[config.mk]
export PLATFORM = sky130hd
export DESIGN_NAME = obbct_merge
export DESIGN_NICKNAME = d
export VERILOG_FILES = /design/src/hw/rtl/assert_macros.svh /design/src/hw/rtl/obbct_pkg.sv /design/src/hw/rtl/obbct_merge.sv
export SDC_FILE = /design/constraint.sdc
export NUM_CORES = 2
export LEC_CHECK = 0
export BUFFER_PORTS_ARGS = -buffer_cell sky130_fd_sc_hd__clkbuf_2
export CAP_MARGIN = 20
export CELL_PAD_IN_SITES_DETAIL_PLACEMENT = 1
export CELL_PAD_IN_SITES_GLOBAL_PLACEMENT = 1
export CORE_AREA = 2 2 347 349
export DETAILED_ROUTE_END_ITERATION = 16
export DIE_AREA = 0 0 349 351
export PLACE_DENSITY_LB_ADDON = 0.1
export SYNTH_ARGS = -nofsm -noshare
export SYNTH_HDL_FRONTEND = slang
export SYNTH_SLANG_ARGS = --single-unit
[constraint.sdc]
create_clock -name clk_i -period 9.3 [get_ports clk_i]
set_clock_uncertainty 0.15 [all_clocks]
set_input_delay 0.93 -clock clk_i [delete_from_list [all_inputs] [get_ports clk_i]]
set_output_delay 0.93 -clock clk_i [all_outputs]
set_load 0.005 [all_outputs]
[src/hw/rtl/assert_macros.svh]
// Concurrent assertion helpers, compiled out for synthesis.
`ifndef ASSERT_MACROS_SVH
`define ASSERT_MACROS_SVH

`ifndef SYNTHESIS
`define ASSERT_IMPLIES(label, clk, rst_n, cond, prop) \
  label: assert property (@(posedge clk) disable iff (!rst_n) (cond) |-> (prop)) \
    else $error("assertion failed");
`define ASSERT_NEXT(label, clk, rst_n, cond, prop) \
  label: assert property (@(posedge clk) disable iff (!rst_n) (cond) |=> (prop)) \
    else $error("assertion failed");
`else
`define ASSERT_IMPLIES(label, clk, rst_n, cond, prop)
`define ASSERT_NEXT(label, clk, rst_n, cond, prop)
`endif

`endif

[src/hw/rtl/obbct_pkg.sv]
package obbct_pkg;

  localparam int unsigned Lat = 28;

  localparam logic [2:0] REG_CENTER  = 3'd0;
  localparam logic [2:0] REG_AXIS_U  = 3'd1;
  localparam logic [2:0] REG_AXIS_V  = 3'd2;
  localparam logic [2:0] REG_AXIS_W  = 3'd3;
  localparam logic [2:0] REG_EXTENTS = 3'd4;

  localparam logic [59:0] CENTER_RST  = 60'd0;
  localparam logic [47:0] AXIS_U_RST  = 48'h0000_0000_4000;
  localparam logic [47:0] AXIS_V_RST  = 48'h0000_4000_0000;
  localparam logic [47:0] AXIS_W_RST  = 48'h4000_0000_0000;
  localparam logic [59:0] EXTENTS_RST = {20'd4096, 20'd4096, 20'd4096};

  localparam logic [26:0] DEN_WORLD = 27'h400_0000;
  localparam logic signed [19:0] F20_MAX = 20'sh7FFFF;
  localparam logic signed [19:0] F20_MIN = 20'sh80000;

  typedef logic signed [56:0] prod_t;

  typedef struct packed {
    logic              op;
    logic signed [19:0] in_x;
    logic signed [19:0] in_y;
    logic signed [19:0] in_z;
  } in_req_t;

  typedef struct packed {
    logic signed [19:0] out_x;
    logic signed [19:0] out_y;
    logic signed [19:0] out_z;
    logic              inside_res;
    logic              range_error;
  } out_res_t;

  typedef struct packed {
    logic signed [59:0] num;
    logic [26:0]        den;
    logic               zero_ext;
  } div_in_t;

  typedef struct packed {
    logic signed [19:0] val;
    logic               in_box;
    logic               err;
  } div_out_t;

endpackage

[src/hw/rtl/obbct_merge.sv]
module obbct_merge (
  input  logic               clk_i,
  input  logic               op_i,
  input  obbct_pkg::prod_t   m_i [3][3],
  input  logic [59:0]        center_i,
  input  logic [59:0]        ext_i,
  output obbct_pkg::div_in_t dv_o [3]
);
  import obbct_pkg::*;

  div_in_t            dv_d [3];
  div_in_t            dv_q [3];
  logic signed [19:0] c [3];
  logic [19:0]        e [3];

  always_comb begin
    for (int k = 0; k < 3; k++) begin
      c[k] = $signed(center_i[20*k +: 20]);
      e[k] = ext_i[20*k +: 20];
      if (op_i) begin
        dv_d[k].num = (60'(c[k]) <<< 26) + 60'(m_i[0][k]) + 60'(m_i[1][k])
                      + 60'(m_i[2][k]);
        dv_d[k].den = DEN_WORLD;
        dv_d[k].zero_ext = 1'b0;
      end else begin
        dv_d[k].num = 60'(m_i[k][0]) + 60'(m_i[k][1]) + 60'(m_i[k][2]);
        dv_d[k].den = {5'd0, e[k], 2'b00};
        dv_d[k].zero_ext = (e[k] == 20'd0);
      end
    end
  end

  always_ff @(posedge clk_i) begin
    dv_q <= dv_d;
  end

  assign dv_o = dv_q;

endmodule

-- Word level (Yosys, flattened, before mapping)
Cells that the tools add are included.
- flip-flop bits (word level): 264
- bits of input ports: 635
- output and inout port bits: 264
- word-level logic and storage cells: 33
- add/subtract/negate cells: 15
- mux-type cells: 3
- reduce and logical (&&, ||, !) cells: 3
- operators by type and width (cell ; count):
    $add 58x57->59 ; 6
    $mux 88 ; 3
    $add 59x57->60 ; 3
    $add 46x57->58 ; 3
    $add 57x57->58 ; 3
    $logic_not 20->1 ; 3

-- Logic depth before layout (Yosys ltp)
- depth after elaboration: 4
- depth in mapped cells: 17
- depth with buffers taken out: 17

-- Least setup slack after synthesis
No wires, ideal clock.
- path type: input port to flip-flop
- start: input port m_i[116] (netlist name)
- end: register dv_q, in the netlist dv_o[246]
- library setup time: 0.132 ns
- data arrival time: 4.798 ns
- required time: 9.018 ns
- slack: 4.220 ns
- cell stages on the path: 17
- buffers on the path: 0
- cell sequence: inv_1 fa_1 inv_1 ha_1 ha_1 fa_1 a211oi_1 o21ai_0 a21oi_1 o21ai_1 o2bb2ai_1 o41ai_1 a221oi_1 o21ai_1 a221oi_1 xor2_1 a21oi_1
- RTL lines (element ; RTL line ; RTL):
    from (decl) ; obbct_merge.sv:4 ; input obbct_pkg::prod_t m_i [3][3],
    to (signal assigned) ; obbct_merge.sv:34 ; dv_q <= dv_d;
    to (decl) ; obbct_merge.sv:12 ; div_in_t dv_q [3];

==> metrics.txt <==
Tightest Pin Transition=around 1.2 ns; Remaining Overflow, GRT=0; minimum hold slack=around 0.34 ns; Yosys top cell area share=22.5%; post-CTS resize count=0; pwr dens=about 210 mW/mm²; post-route cell area=around 0.046 mm²; DR vias=38,000; Place WS=approximately 2.0 ns; synth top area cells=fa_1 (23%), ha_1 (13%), dfxtp_1 (12%); cell count after synthesis=around 4,900; largest family of logic cells by synthesized area=adder cells; Worst Path Max Fanout=3; final wirelength=between 200,000 and 250,000 µm; vias in the first global route=between 30,000 and 40,000; adder-cell share of the synthesized area=between 30% and 40%; post-synthesis compound-gate area fraction=around a fifth; CP Capture Point=dv_o[170]$_DFF_P_; register area share after synthesis=12.4%; die width=349 µm; nets=~7,100; Highest Signal Layer=met5; top cell type by total area after synthesis=fa_1; sum of negative setup slack=0 ns; ys flop type=dfxtp_1; Final Setup Violations=0; Critical Path RT=~9.7 ns; pin count of the biggest net entering global routing=between 100 and 150; critical path, cell by cell=clkbuf_2 > inv_1 > fa_1 > inv_1 > ha_1 > ha_1 > fa_1 > a211oi_1 > o21ai_0 > nand3b_1 > a211oi_1 > o21bai_1 > a211oi_1 > o21ai_0 > o21ai_0 > a21oi_1 > xnor2_1 > mux2_2; vias per cell=between 5 and 6; synthesized area=about 0.039 mm²; EDFF count, synth=0; fin worst setup slack=roughly 2.5 ns; status=finished clean; fraction of layout cells with a size suffix above 1=approximately 18%; CTS tree=yes; simple-gate portion of the synthesized area=12.4%; mux contribution to synthesized area=less than 1%; first-pass GRT wire length=280,000 µm; Initial Utilization=~33%; period utilization=72.7%; Peak Freq=approximately 0.15 GHz; core area=~0.12 mm²; Core Util, Final=39.0%; area occupied by multi-input gates=0.0301 mm²; H-tree depth=2; Post-DP Area=around 0.045 mm²; Avg Cell Area, Syn=8.08 µm²; Async SR Flop Fraction=0%; maxcap violations=0; nature of the critical path startpoint=input port; WL met2=about 99,000 µm; CTS Hold Bufs=0; Met1 Wirelength=just under 80,000 µm; Fillers=between 10,000 and 15,000; final routed DRC violation total=0; crit path DAT=between 7 and 8 ns; Slew HR=about 20%; Final ANT Viol Nets=0; top cells by count, synth=inv_1 (958), fa_1 (444), a21oi_1 (430); Yosys cell types=93; Clock Sinks=244; gr usage total=between 30% and 40%; peak supply drop=129 µV; RSZ-0062 raised after global routing=no; Syn. warnings=0; xor/xnor share of the synthesized area=approximately 6.8%; die area=0.122 mm²; dpl hpwl=around 180,000 µm; synthesized flop and latch total=244; Syn-to-layout area delta=17.4%; CP peak stage delay=~0.88 ns; Root Driver=clkbuf_16; Crit-path slowest cell=o21ai_0; Total Power=between 9 and 10 mW; count of final hold-check violations=0; RD Place Congestion=~1.0; crit path capture type=flop; crit path time final=6.76 ns; Post-CTS Setup Inserts=0; First-pass DRT Iterations=5; most common cell in the netlist=inv_1; Num CTS Buffers=37; Clock Pin Slew Worst Setup and Hold Paths=0.06 ns; io pins=about 900; sequential cell area=about 0.0049 mm²; Placed Cells=slightly above 7,000; Die H=about 350 µm; Crit. Startpoint=m_i[59]; max-slew violation count=0; final cell count without fillers=approximately 7,200; P_leak=approximately 25 nW; routed len/inst=27.7 µm; worst min path class=input port to flop; max FFs per register=between 200 and 250; Setup CP Type=input port to flop; initial antenna violation count=between 50 and 60; DR iter-0 viols=2,293; metal3 WL=roughly 13,000 µm; CTS Buffer Depth=3; # rows=about 130; PortBufs=880
==> cell type report <==
type	count	share of cell area, %
repair buffers	890	9.71
well taps	1548	4.18
diodes	23	0.124
clock inverters	19	0.521
flip-flops and latches	244	10.5
inverters	959	7.76
clock buffers	48	2.19
multi-input cells	3516	65.0
==> cells by family (layout without fill, tap and decap cells) <==
logic type,Yosys count,count (layout)
DFF,244,244
and+or+nand+nor,1007,1007
buffers and inverters,1142,1916
adders and majority gates,861,861
other,1,41
AOI/OAI and AO/OA,1295,1295
muxes,28,28
xor gates and xnor gates,307,307
==> layer usage <==
layer / global-route usage [%] / vias up
li1: - / 17700
met1: 37.6 / 18800
met2: 56.6 / 1166
met3: 6.64 / 270
met4: 13.4 / 64
met5: 0 / -
==> worst min-delay path by stage <==
stage	startpoint	endpoint	slack, ns	cells after the start
global route	ext_i[41]	dv_o[0]$_SDFF_PP0_	0.32	2
CTS	ext_i[41]	dv_o[0]$_SDFF_PP0_	0.29	2
floorplan	op_i	dv_o[27]$_DFF_P_	0.81	0
detailed placement	ext_i[1]	dv_o[176]$_SDFF_PP0_	0.96	2
finish	ext_i[41]	dv_o[0]$_SDFF_PP0_	0.34	2
global placement	ext_i[1]	dv_o[176]$_SDFF_PP0_	0.96	2
==> power by group <==
| part | internal (mW) | leakage, nW | switching (mW) | total [mW] |
|---|---|---|---|---|
| registers | 1.45 | 2.05 | 0.193 | 1.65 |
| clock network | 0.870 | 0.615 | 0.648 | 1.52 |
| logic | 2.55 | 21.9 | 4.02 | 6.57 |
| total | 4.87 | 24.6 | 4.87 | 9.74 |
==> placed cells by master, fill, tap and decap left out, drive strengths merged, types with 9 or more instances in the layout <==
master / instances
clkinv: 10
a211oi: 34
nand2b: 30
and2: 21
nor3: 36
or3: 12
nor2: 234
nand3: 79
a21o: 218
diode: 23
buf: 11
a41oi: 10
dfxtp: 244
o21a: 34
a31oi: 43
fa: 444
xnor2: 173
nor2b: 102
ha: 417
clkbuf: 927
mux2: 9
mux2i: 19
a2111oi: 10
nand2: 308
nor4: 18
nor3b: 9
o21bai: 69
o21ai: 291
xor2: 134
a21oi: 431
a21boi: 11
and3: 31
o211ai: 29
nand4: 90
conb: 18
o31ai: 23
inv: 963
==> worst max-delay path, delay by kind of cell <==
family	cells	cell delay, ns
compound gates	8	3.90
xor+xnor	1	0.14
fa+ha+maj	4	1.38
buf+inv	3	0.19
mux	1	0.26
simple gates	1	0.29
Note: power is estimated with default switching activity, not from simulation.
