**config.mk**
```make
export PLATFORM = sky130hd
export DESIGN_NAME = obbct_div
export DESIGN_NICKNAME = d
export VERILOG_FILES = /design/src/hw/rtl/assert_macros.svh /design/src/hw/rtl/obbct_pkg.sv /design/src/hw/rtl/obbct_div.sv
export SDC_FILE = /design/constraint.sdc
export NUM_CORES = 2
export LEC_CHECK = 0
export BUFFER_PORTS_ARGS = -buffer_cell sky130_fd_sc_hd__buf_2
export CORE_MARGIN = 2
export CORE_UTILIZATION = 60
export CTS_CLUSTER_DIAMETER = 50
export CTS_CLUSTER_SIZE = 8
export DETAILED_ROUTE_END_ITERATION = 7
export PLACE_DENSITY = 0.76
export SETUP_SLACK_MARGIN = 0.4
export SLEW_MARGIN = 30
export SYNTH_ARGS = -nofsm -noshare
export SYNTH_HDL_FRONTEND = slang
export SYNTH_SLANG_ARGS = --single-unit
```
**constraint.sdc**
```tcl
create_clock -name clk_i -period 8.25 [get_ports clk_i]
set_input_delay 1.2375 -clock clk_i [delete_from_list [all_inputs] [get_ports clk_i]]
set_output_delay 1.2375 -clock clk_i [all_outputs]
set_load 0.03 [all_outputs]
```
**src/hw/rtl/assert_macros.svh**
```systemverilog
// Concurrent assertion helpers, compiled out for synthesis.
`ifndef ASSERT_MACROS_SVH
`define ASSERT_MACROS_SVH

`ifndef SYNTHESIS
`define ASSERT_IMPLIES(label, clk, rst_n, cond, prop) \
  label: assert property (@(posedge clk) disable iff (!rst_n) (cond) |-> (prop)) \
    else $error("assertion failed");
`define ASSERT_NEXT(label, clk, rst_n, cond, prop) \
  label: assert property (@(posedge clk) disable iff (!rst_n) (cond) |=> (prop)) \
    else $error("assertion failed");
`else
`define ASSERT_IMPLIES(label, clk, rst_n, cond, prop)
`define ASSERT_NEXT(label, clk, rst_n, cond, prop)
`endif

`endif

```
**src/hw/rtl/obbct_pkg.sv**
```systemverilog
package obbct_pkg;

  localparam int unsigned Lat = 28;

  localparam logic [2:0] REG_CENTER  = 3'd0;
  localparam logic [2:0] REG_AXIS_U  = 3'd1;
  localparam logic [2:0] REG_AXIS_V  = 3'd2;
  localparam logic [2:0] REG_AXIS_W  = 3'd3;
  localparam logic [2:0] REG_EXTENTS = 3'd4;

  localparam logic [59:0] CENTER_RST  = 60'd0;
  localparam logic [47:0] AXIS_U_RST  = 48'h0000_0000_4000;
  localparam logic [47:0] AXIS_V_RST  = 48'h0000_4000_0000;
  localparam logic [47:0] AXIS_W_RST  = 48'h4000_0000_0000;
  localparam logic [59:0] EXTENTS_RST = {20'd4096, 20'd4096, 20'd4096};

  localparam logic [26:0] DEN_WORLD = 27'h400_0000;
  localparam logic signed [19:0] F20_MAX = 20'sh7FFFF;
  localparam logic signed [19:0] F20_MIN = 20'sh80000;

  typedef logic signed [56:0] prod_t;

  typedef struct packed {
    logic              op;
    logic signed [19:0] in_x;
    logic signed [19:0] in_y;
    logic signed [19:0] in_z;
  } in_req_t;

  typedef struct packed {
    logic signed [19:0] out_x;
    logic signed [19:0] out_y;
    logic signed [19:0] out_z;
    logic              inside_res;
    logic              range_error;
  } out_res_t;

  typedef struct packed {
    logic signed [59:0] num;
    logic [26:0]        den;
    logic               zero_ext;
  } div_in_t;

  typedef struct packed {
    logic signed [19:0] val;
    logic               in_box;
    logic               err;
  } div_out_t;

endpackage

```
**src/hw/rtl/obbct_div.sv**
```systemverilog
module obbct_div (
  input  logic                clk_i,
  input  obbct_pkg::div_in_t  dv_i,
  output obbct_pkg::div_out_t res_o
);
  import obbct_pkg::*;

  logic [59:0] mag1_q;
  logic [26:0] d1_q;
  logic        neg1_q, nz1_q, zero1_q;

  logic [60:0] rem_q  [22];
  logic [26:0] d_q    [22];
  logic [20:0] qb_q   [22];
  logic        neg_q  [22];
  logic        nz_q   [22];
  logic        zero_q [22];
  logic        in_q   [22];
  logic [60:0] sh     [21];
  logic        ge     [21];

  logic [19:0] qv;
  logic        sat;
  div_out_t    res_d, res_q;

  always_ff @(posedge clk_i) begin
    mag1_q  <= dv_i.num[59] ? 60'(-dv_i.num) : 60'(dv_i.num);
    neg1_q  <= dv_i.num[59];
    nz1_q   <= (dv_i.num != 60'sd0);
    d1_q    <= dv_i.den;
    zero1_q <= dv_i.zero_ext;
  end

  always_ff @(posedge clk_i) begin
    rem_q[0]  <= 61'(mag1_q) + 61'(d1_q >> 1);
    d_q[0]    <= d1_q;
    qb_q[0]   <= '0;
    neg_q[0]  <= neg1_q;
    nz_q[0]   <= nz1_q;
    zero_q[0] <= zero1_q;
    in_q[0]   <= !zero1_q && (mag1_q <= (60'(d1_q) << 12));
  end

  always_comb begin
    for (int i = 0; i < 21; i++) begin
      sh[i] = 61'(d_q[i]) << (20 - i);
      ge[i] = (rem_q[i] >= sh[i]);
    end
  end

  always_ff @(posedge clk_i) begin
    for (int i = 0; i < 21; i++) begin
      rem_q[i+1]  <= ge[i] ? rem_q[i] - sh[i] : rem_q[i];
      qb_q[i+1]   <= {qb_q[i][19:0], ge[i]};
      d_q[i+1]    <= d_q[i];
      neg_q[i+1]  <= neg_q[i];
      nz_q[i+1]   <= nz_q[i];
      zero_q[i+1] <= zero_q[i];
      in_q[i+1]   <= in_q[i];
    end
  end

  always_comb begin
    qv  = qb_q[21][19:0];
    sat = qb_q[21][20] | (!neg_q[21] & qv[19]) | (neg_q[21] & qv[19] & (|qv[18:0]));
    res_d.in_box = in_q[21];
    if (zero_q[21]) begin
      res_d.err = 1'b1;
      res_d.val = !nz_q[21] ? 20'sd0 : (neg_q[21] ? F20_MIN : F20_MAX);
    end else if (sat) begin
      res_d.err = 1'b1;
      res_d.val = neg_q[21] ? F20_MIN : F20_MAX;
    end else begin
      res_d.err = 1'b0;
      res_d.val = neg_q[21] ? $signed(-qv) : $signed(qv);
    end
  end

  always_ff @(posedge clk_i) begin
    res_q <= res_d;
  end

  assign res_o = res_q;

endmodule

```
# Word-level counts from Yosys, hierarchy flattened
# Memory sizes are Yosys's and may differ from the RTL's. A register that Yosys moved wholly into a read port is not among the register bits.
# Cells that the tools add are included.
[classes] n_addsub=24 order_cmp=22 n_bitwise=5 n_reduce_logical=5 mux=28
[ops] cell="$mux 61" count=21
[ops] cell="$mux 20" count=5
[ops] cell="$add 60x26->61" count=1
[ops] cell="$ge 61x27->1" count=1
[ops] cell="$ge 61x28->1" count=1
[ops] cell="$ge 61x29->1" count=1
[ops] cell="$ge 61x30->1" count=1
[ops] cell="$ge 61x31->1" count=1
[ops] cell="$ge 61x32->1" count=1
[ops] cell="$ge 61x33->1" count=1
[ops] cell="$ge 61x34->1" count=1
[ops] cell="$ge 61x35->1" count=1
[ops] cell="$ge 61x36->1" count=1
[ops] cell="$ge 61x37->1" count=1
[ops] cell="$ge 61x38->1" count=1
[ops] cell="$ge 61x39->1" count=1
[ops] cell="$ge 61x40->1" count=1
[ops] cell="$ge 61x41->1" count=1
[ops] cell="$ge 61x42->1" count=1
[ops] cell="$ge 61x43->1" count=1
[ops] cell="$ge 61x44->1" count=1
[ops] cell="$ge 61x45->1" count=1
[ops] cell="$ge 61x46->1" count=1
[ops] cell="$ge 61x47->1" count=1
[ops] cell="other kinds (32)" count=36
[totals] elab_cells=99 out_inout_bits=22 mem_bits_rw=2486 inputBits=89 register_bits=111 memories=7
[mem_list] name="rem_q" depth=22 word_bits=61 read_ports=21 rd_ports_with_merged_regs=0 wr=22 line_no="obbct_div.sv:12" text="logic [60:0] rem_q [22];"
[mem_list] name="d_q" depth=22 word_bits=27 read_ports=21 rd_ports_with_merged_regs=0 wr=22 line_no="obbct_div.sv:13" text="logic [26:0] d_q [22];"
[mem_list] name="qb_q" depth=22 word_bits=21 read_ports=22 rd_ports_with_merged_regs=0 wr=22 line_no="obbct_div.sv:14" text="logic [20:0] qb_q [22];"
[mem_list] name="in_q" depth=22 word_bits=1 read_ports=22 rd_ports_with_merged_regs=1 wr=22 line_no="obbct_div.sv:18" text="logic in_q [22];"
[mem_list] name="neg_q" depth=22 word_bits=1 read_ports=22 rd_ports_with_merged_regs=0 wr=22 line_no="obbct_div.sv:15" text="logic neg_q [22];"
[mem_list] name="nz_q" depth=22 word_bits=1 read_ports=22 rd_ports_with_merged_regs=0 wr=22 line_no="obbct_div.sv:16" text="logic nz_q [22];"
[mem_list] name="+1 memories"

# Logic depth before layout (Yosys ltp)
# An unclocked memory read counts as a cell.
[logic_depth] depth_word=7 ltp_mapped=16 mapped_depth_nobuf=15

# Least setup slack after synthesis
# No wires, ideal clock.
[synth_timing] path_kind="input to register" from="input dv_i[43] (netlist bit)" to="register mag1_q[51]" slack_ns=4.320 setup_ns=0.072 path_buffers=1 required_time_ns=8.178 stages=11 arrival_time_ns=3.858 cell_sequence="nor2_1 nand2_1 or3_1 nor3_1 nand4_1 or4_1 or3_1 nand2b_1 clkbuf_1 o41ai_1 xnor2_1"
[synth_via] elab_chain_len=2
[synth_lines] element="start: declaration" line_no="obbct_div.sv:3" text="input obbct_pkg::div_in_t dv_i,"
[synth_lines] element="$neg 60->60" line_no="obbct_div.sv:27" text="mag1_q <= dv_i.num[59] ? 60'(-dv_i.num) : 60'(dv_i.num);"
[synth_lines] element="$mux 59" line_no="obbct_div.sv:27"
[synth_lines] element="end signal: assignment" line_no="obbct_div.sv:27"
[synth_lines] element="end: declaration" line_no="obbct_div.sv:8" text="logic [59:0] mag1_q;"
# Every way passes these cells.
# A chain may end at the register's enable or synchronous reset.

==> summary.md <==
| Metric | Value |
|---|---|
| Status | completed |
| RSZ-0062 raised after global routing | no |
| Drc violations | 0 |
| Post-synth top cells | dfxtp_1, inv_1, nand2_1 |
| Total track usage | 29.57% |
| Synth Register Bits | roughly 2300 |
| Clk root buf | clkbuf_16 |
| Synth unique cells | between 90 and 100 |
| Grt ovf | 0 |
| Clk Latency, worst-skew pair | 0.97 ns |
| Max IR drop VDD | 0.0002788 V |
| Worst Setup End Kind | flop |
| R2r worst-path depth | 14 |
| Slew Viols, Final | 0 |
| Final wirelength | 247.5 mm |
| Worst R2R Start | rem_q[2][72]$_DFF_P_ |
| Vias | 73950 |
| Rows | around 150 |
| Starting Density | 60.23% |
| Num ports | 111 |
| First-pass GRT wire length | roughly 390 mm |
| HPWL Detailed | roughly 190 mm |
| WHS | 0.2475 ns |
| Pin count of the biggest net entering global routing | 63 |
| Leakage | between 0.04 and 0.05 uW |
| Clk sinks | 2279 |
| CP Launch Type | flop |
| Worst hold path cell count | 0 |
| H-tree levels | 5 |
| Inserted Clock Buffers | 344 |
| Nets@finish | 11170 |
| Met3 Usage GRT | roughly 5.4% |
| Worst reg2reg setup slack | between 3 and 4 ns |
| Crit path kind | reg -> reg |
| Final period util | a little under 60% |
| Slowest CP cell | o31ai_4 |
| CTS tree | built |
| R2r endpoint | rem_q[2][176]$_DFF_P_ |
| Fin crit period | 4.772 ns |
| Met1 usage | 35.65% |
| Worst Skew | between 0.1 and 0.15 ns |
| Crit path cell chain | inv_1 > ha_1 > fa_1 > nand2b_1 > a211oi_1 > o211ai_1 > a21oi_1 > a41o_1 > nand3_1 > o31ai_4 > o21ai_0 > or4_1 > nor4b_1 > xor2_1 |
| Hold WC Path Type | reg -> reg |
| Primary FF master, synth | dfxtp_1 |
| Number of routed nets with antenna violations | 0 |
| Starting DRT DRC Count | slightly below 6000 |
| EDFF count, synth | 0 |
| Clock transition at path regs | 0.05 ns |
| Avg Vias per Cell | 5.886 |
| Yosys warns | 0 |
| First-pass DRT Iterations | 7 |
| Slew headroom | 32.15% |
| WL per Instance | 19.70 um |
| Max-Cap Viols | 0 |
| Vias in the first global route | 73020 |
| Syn Inst Count | 10200 |
| Worst Hold End | qb_q[3][5]$_DFF_P_ |
| Synthesized area | 96380 um^2 |
| Post-synthesis average cell area | 9.446 um^2 |
| WP data required | 9.07 ns |
| Crit Path Max Fanout | 21 |
| CP peak stage delay | 0.78 ns |
| Cts hold-fix bufs | 0 |
| Synth top area share | 47.34% |
| HP Start | qb_q[2][67]$_DFF_P_ |
| Leading cell type by number of instances after synthesis | dfxtp_1 |
| Final TNS setup | 0 ns |
| Worst Slack Setup Final | 3.478 ns |
| Post_cts resized | 0 |
| Post-CTS setup buffer count | 0 |
| GRT busiest layer | met2 |
| Die Ht | 404.8 um |
| Synth area leader | dfxtp_1 |
| Post-synth net total | roughly 11000 |
| Placer Congestion | 0.9668 |
| Largest cells by area after synthesis | dfxtp_1, ha_1, xor2_1 |
| Final setup fails | 0 |
| Core Area | 160000 um^2 |
| Worst slack, placed | around 3.5 ns |
| Slew @ Worst Pin | 1.004 ns |
| Die Width | slightly above 400 um |
| Async S/R FF share, synth | 0% |
| Layout cells sized above 1 | under 10% |
| Die footprint | approximately 160000 um^2 |
| Met2 Track Usage GR | 51.87% |
| Maximum clock rate | 209.5 MHz |
| Power Density | around 420 nW/um^2 |
| Register area share after synthesis | a little under half |
| I/O Buffers | 110 |
| Area grow syn2layout | 12.22% |
| Final hold violations | 0 |
| Initial antenna violation count | 8 |
| CP arrival | roughly 5.6 ns |
| CTS max path bufs | 4 |
[cell type report]
cell class                 instances  area [um^2]
antenna                            2        5.005
fill                           12400        51850
clock inverter                    24        346.6
inverter                         766         2875
multi-input combinational       6908        47100
tap                             2086         2610
clock buffer                     361         8830
sequential                      2279        45630
timing repair buffer             137        773.2
[kinds of logic after synthesis]
| kind of cell | Yosys count | share of synthesized area, % |
|---|---|---|
| multiplexers | 104 | 1.205 |
| buffers and inverters | 1017 | 4.007 |
| AO/OA/AOI/OAI | 2240 | 14.41 |
| XOR/XNOR | 1027 | 9.332 |
| flip-flops | 2279 | 47.34 |
| AND/OR/NAND/NOR | 2894 | 15.20 |
| adder cells (fa/ha/maj) | 643 | 8.511 |
[worst max-delay path: cells and delay by family (launching register included)]
family / cells / cell delay [ns]
flops: 1 / 0.32
simple gates: 4 / 1.37
compound gates: 6 / 2.17
xor+xnor: 1 / 0.19
fa+ha+maj: 2 / 0.62
buf+inv: 1 / 0.05
[cells in the final DEF, fill, tap and decap left out, types with 32 or more instances in the layout]
cell       count
o21bai_1      71
o21a_1        80
inv_1        765
a31oi_1       60
nand4_1      132
dfxtp_1     2278
o31ai_1       59
xor2_1       520
and3_1        65
nor3_1       266
xnor2_1      507
o211ai_1      37
clkbuf_16    350
or2_2         34
nand3_1      185
nor2_1       647
mux2_2        65
ha_1         622
a211oi_1      37
nand2b_1     131
or4_1         98
o21ai_1       32
a21oi_1      698
buf_2        110
nor2b_1      101
nor4_1       183
nand2_1      721
o21ai_0      559
and2_1        36
or3_1        110
a21o_1       316
[flip-flops by register name, indices dropped and copies added, names as in the netlist]
register  count
qb_q        231
neg_q        22
d1_q         27
zero1_q       1
d_q         567
mag1_q       60
in_q         22
nz1_q         1
neg1_q        1
zero_q       22
nz_q         22
res_o        22
rem_q      1281
[per-layer routing]
metal	share of wire, %	vias to the layer above	wire, um
li1	-	35890	-
met1	41	35040	102200
met2	49	2429	121500
met3	5.9	578	14670
met4	3.6	6	8991
met5	0.017	-	41
[power breakdown]
group	internal, uW	leakage (uW)	switching [uW]	total [uW]
sequential	14100	0.0191	2580	16700
combinational	7070	0.0235	9260	16300
clock	7620	0.00451	4490	12100
total	28800	0.0471	16300	45100
[per-stage QoR]
stage	total power (uW)	util, %	instances	cell area, um^2
floorplan	28200	-	10200	96380
global placement	32400	61.81	12180	98910
detailed placement	32720	61.82	12180	98930
CTS	45070	67.56	12560	108100
global route	47810	67.59	12560	108200
finish	45110	67.59	12560	108200
[worst max-delay path by stage]
stage / from / end / cells past startpoint
after floorplan: dv_i[43] / mag1_q[51]$_DFF_P_ / 11
after global placement: rem_q[2][72]$_DFF_P_ / rem_q[2][176]$_DFF_P_ / 14
after detailed placement: rem_q[2][72]$_DFF_P_ / rem_q[2][176]$_DFF_P_ / 14
after CTS: rem_q[2][72]$_DFF_P_ / rem_q[2][176]$_DFF_P_ / 14
after global routing: rem_q[2][72]$_DFF_P_ / rem_q[2][176]$_DFF_P_ / 14
final: rem_q[2][72]$_DFF_P_ / rem_q[2][176]$_DFF_P_ / 14
(Power assumes the default switching activity.)
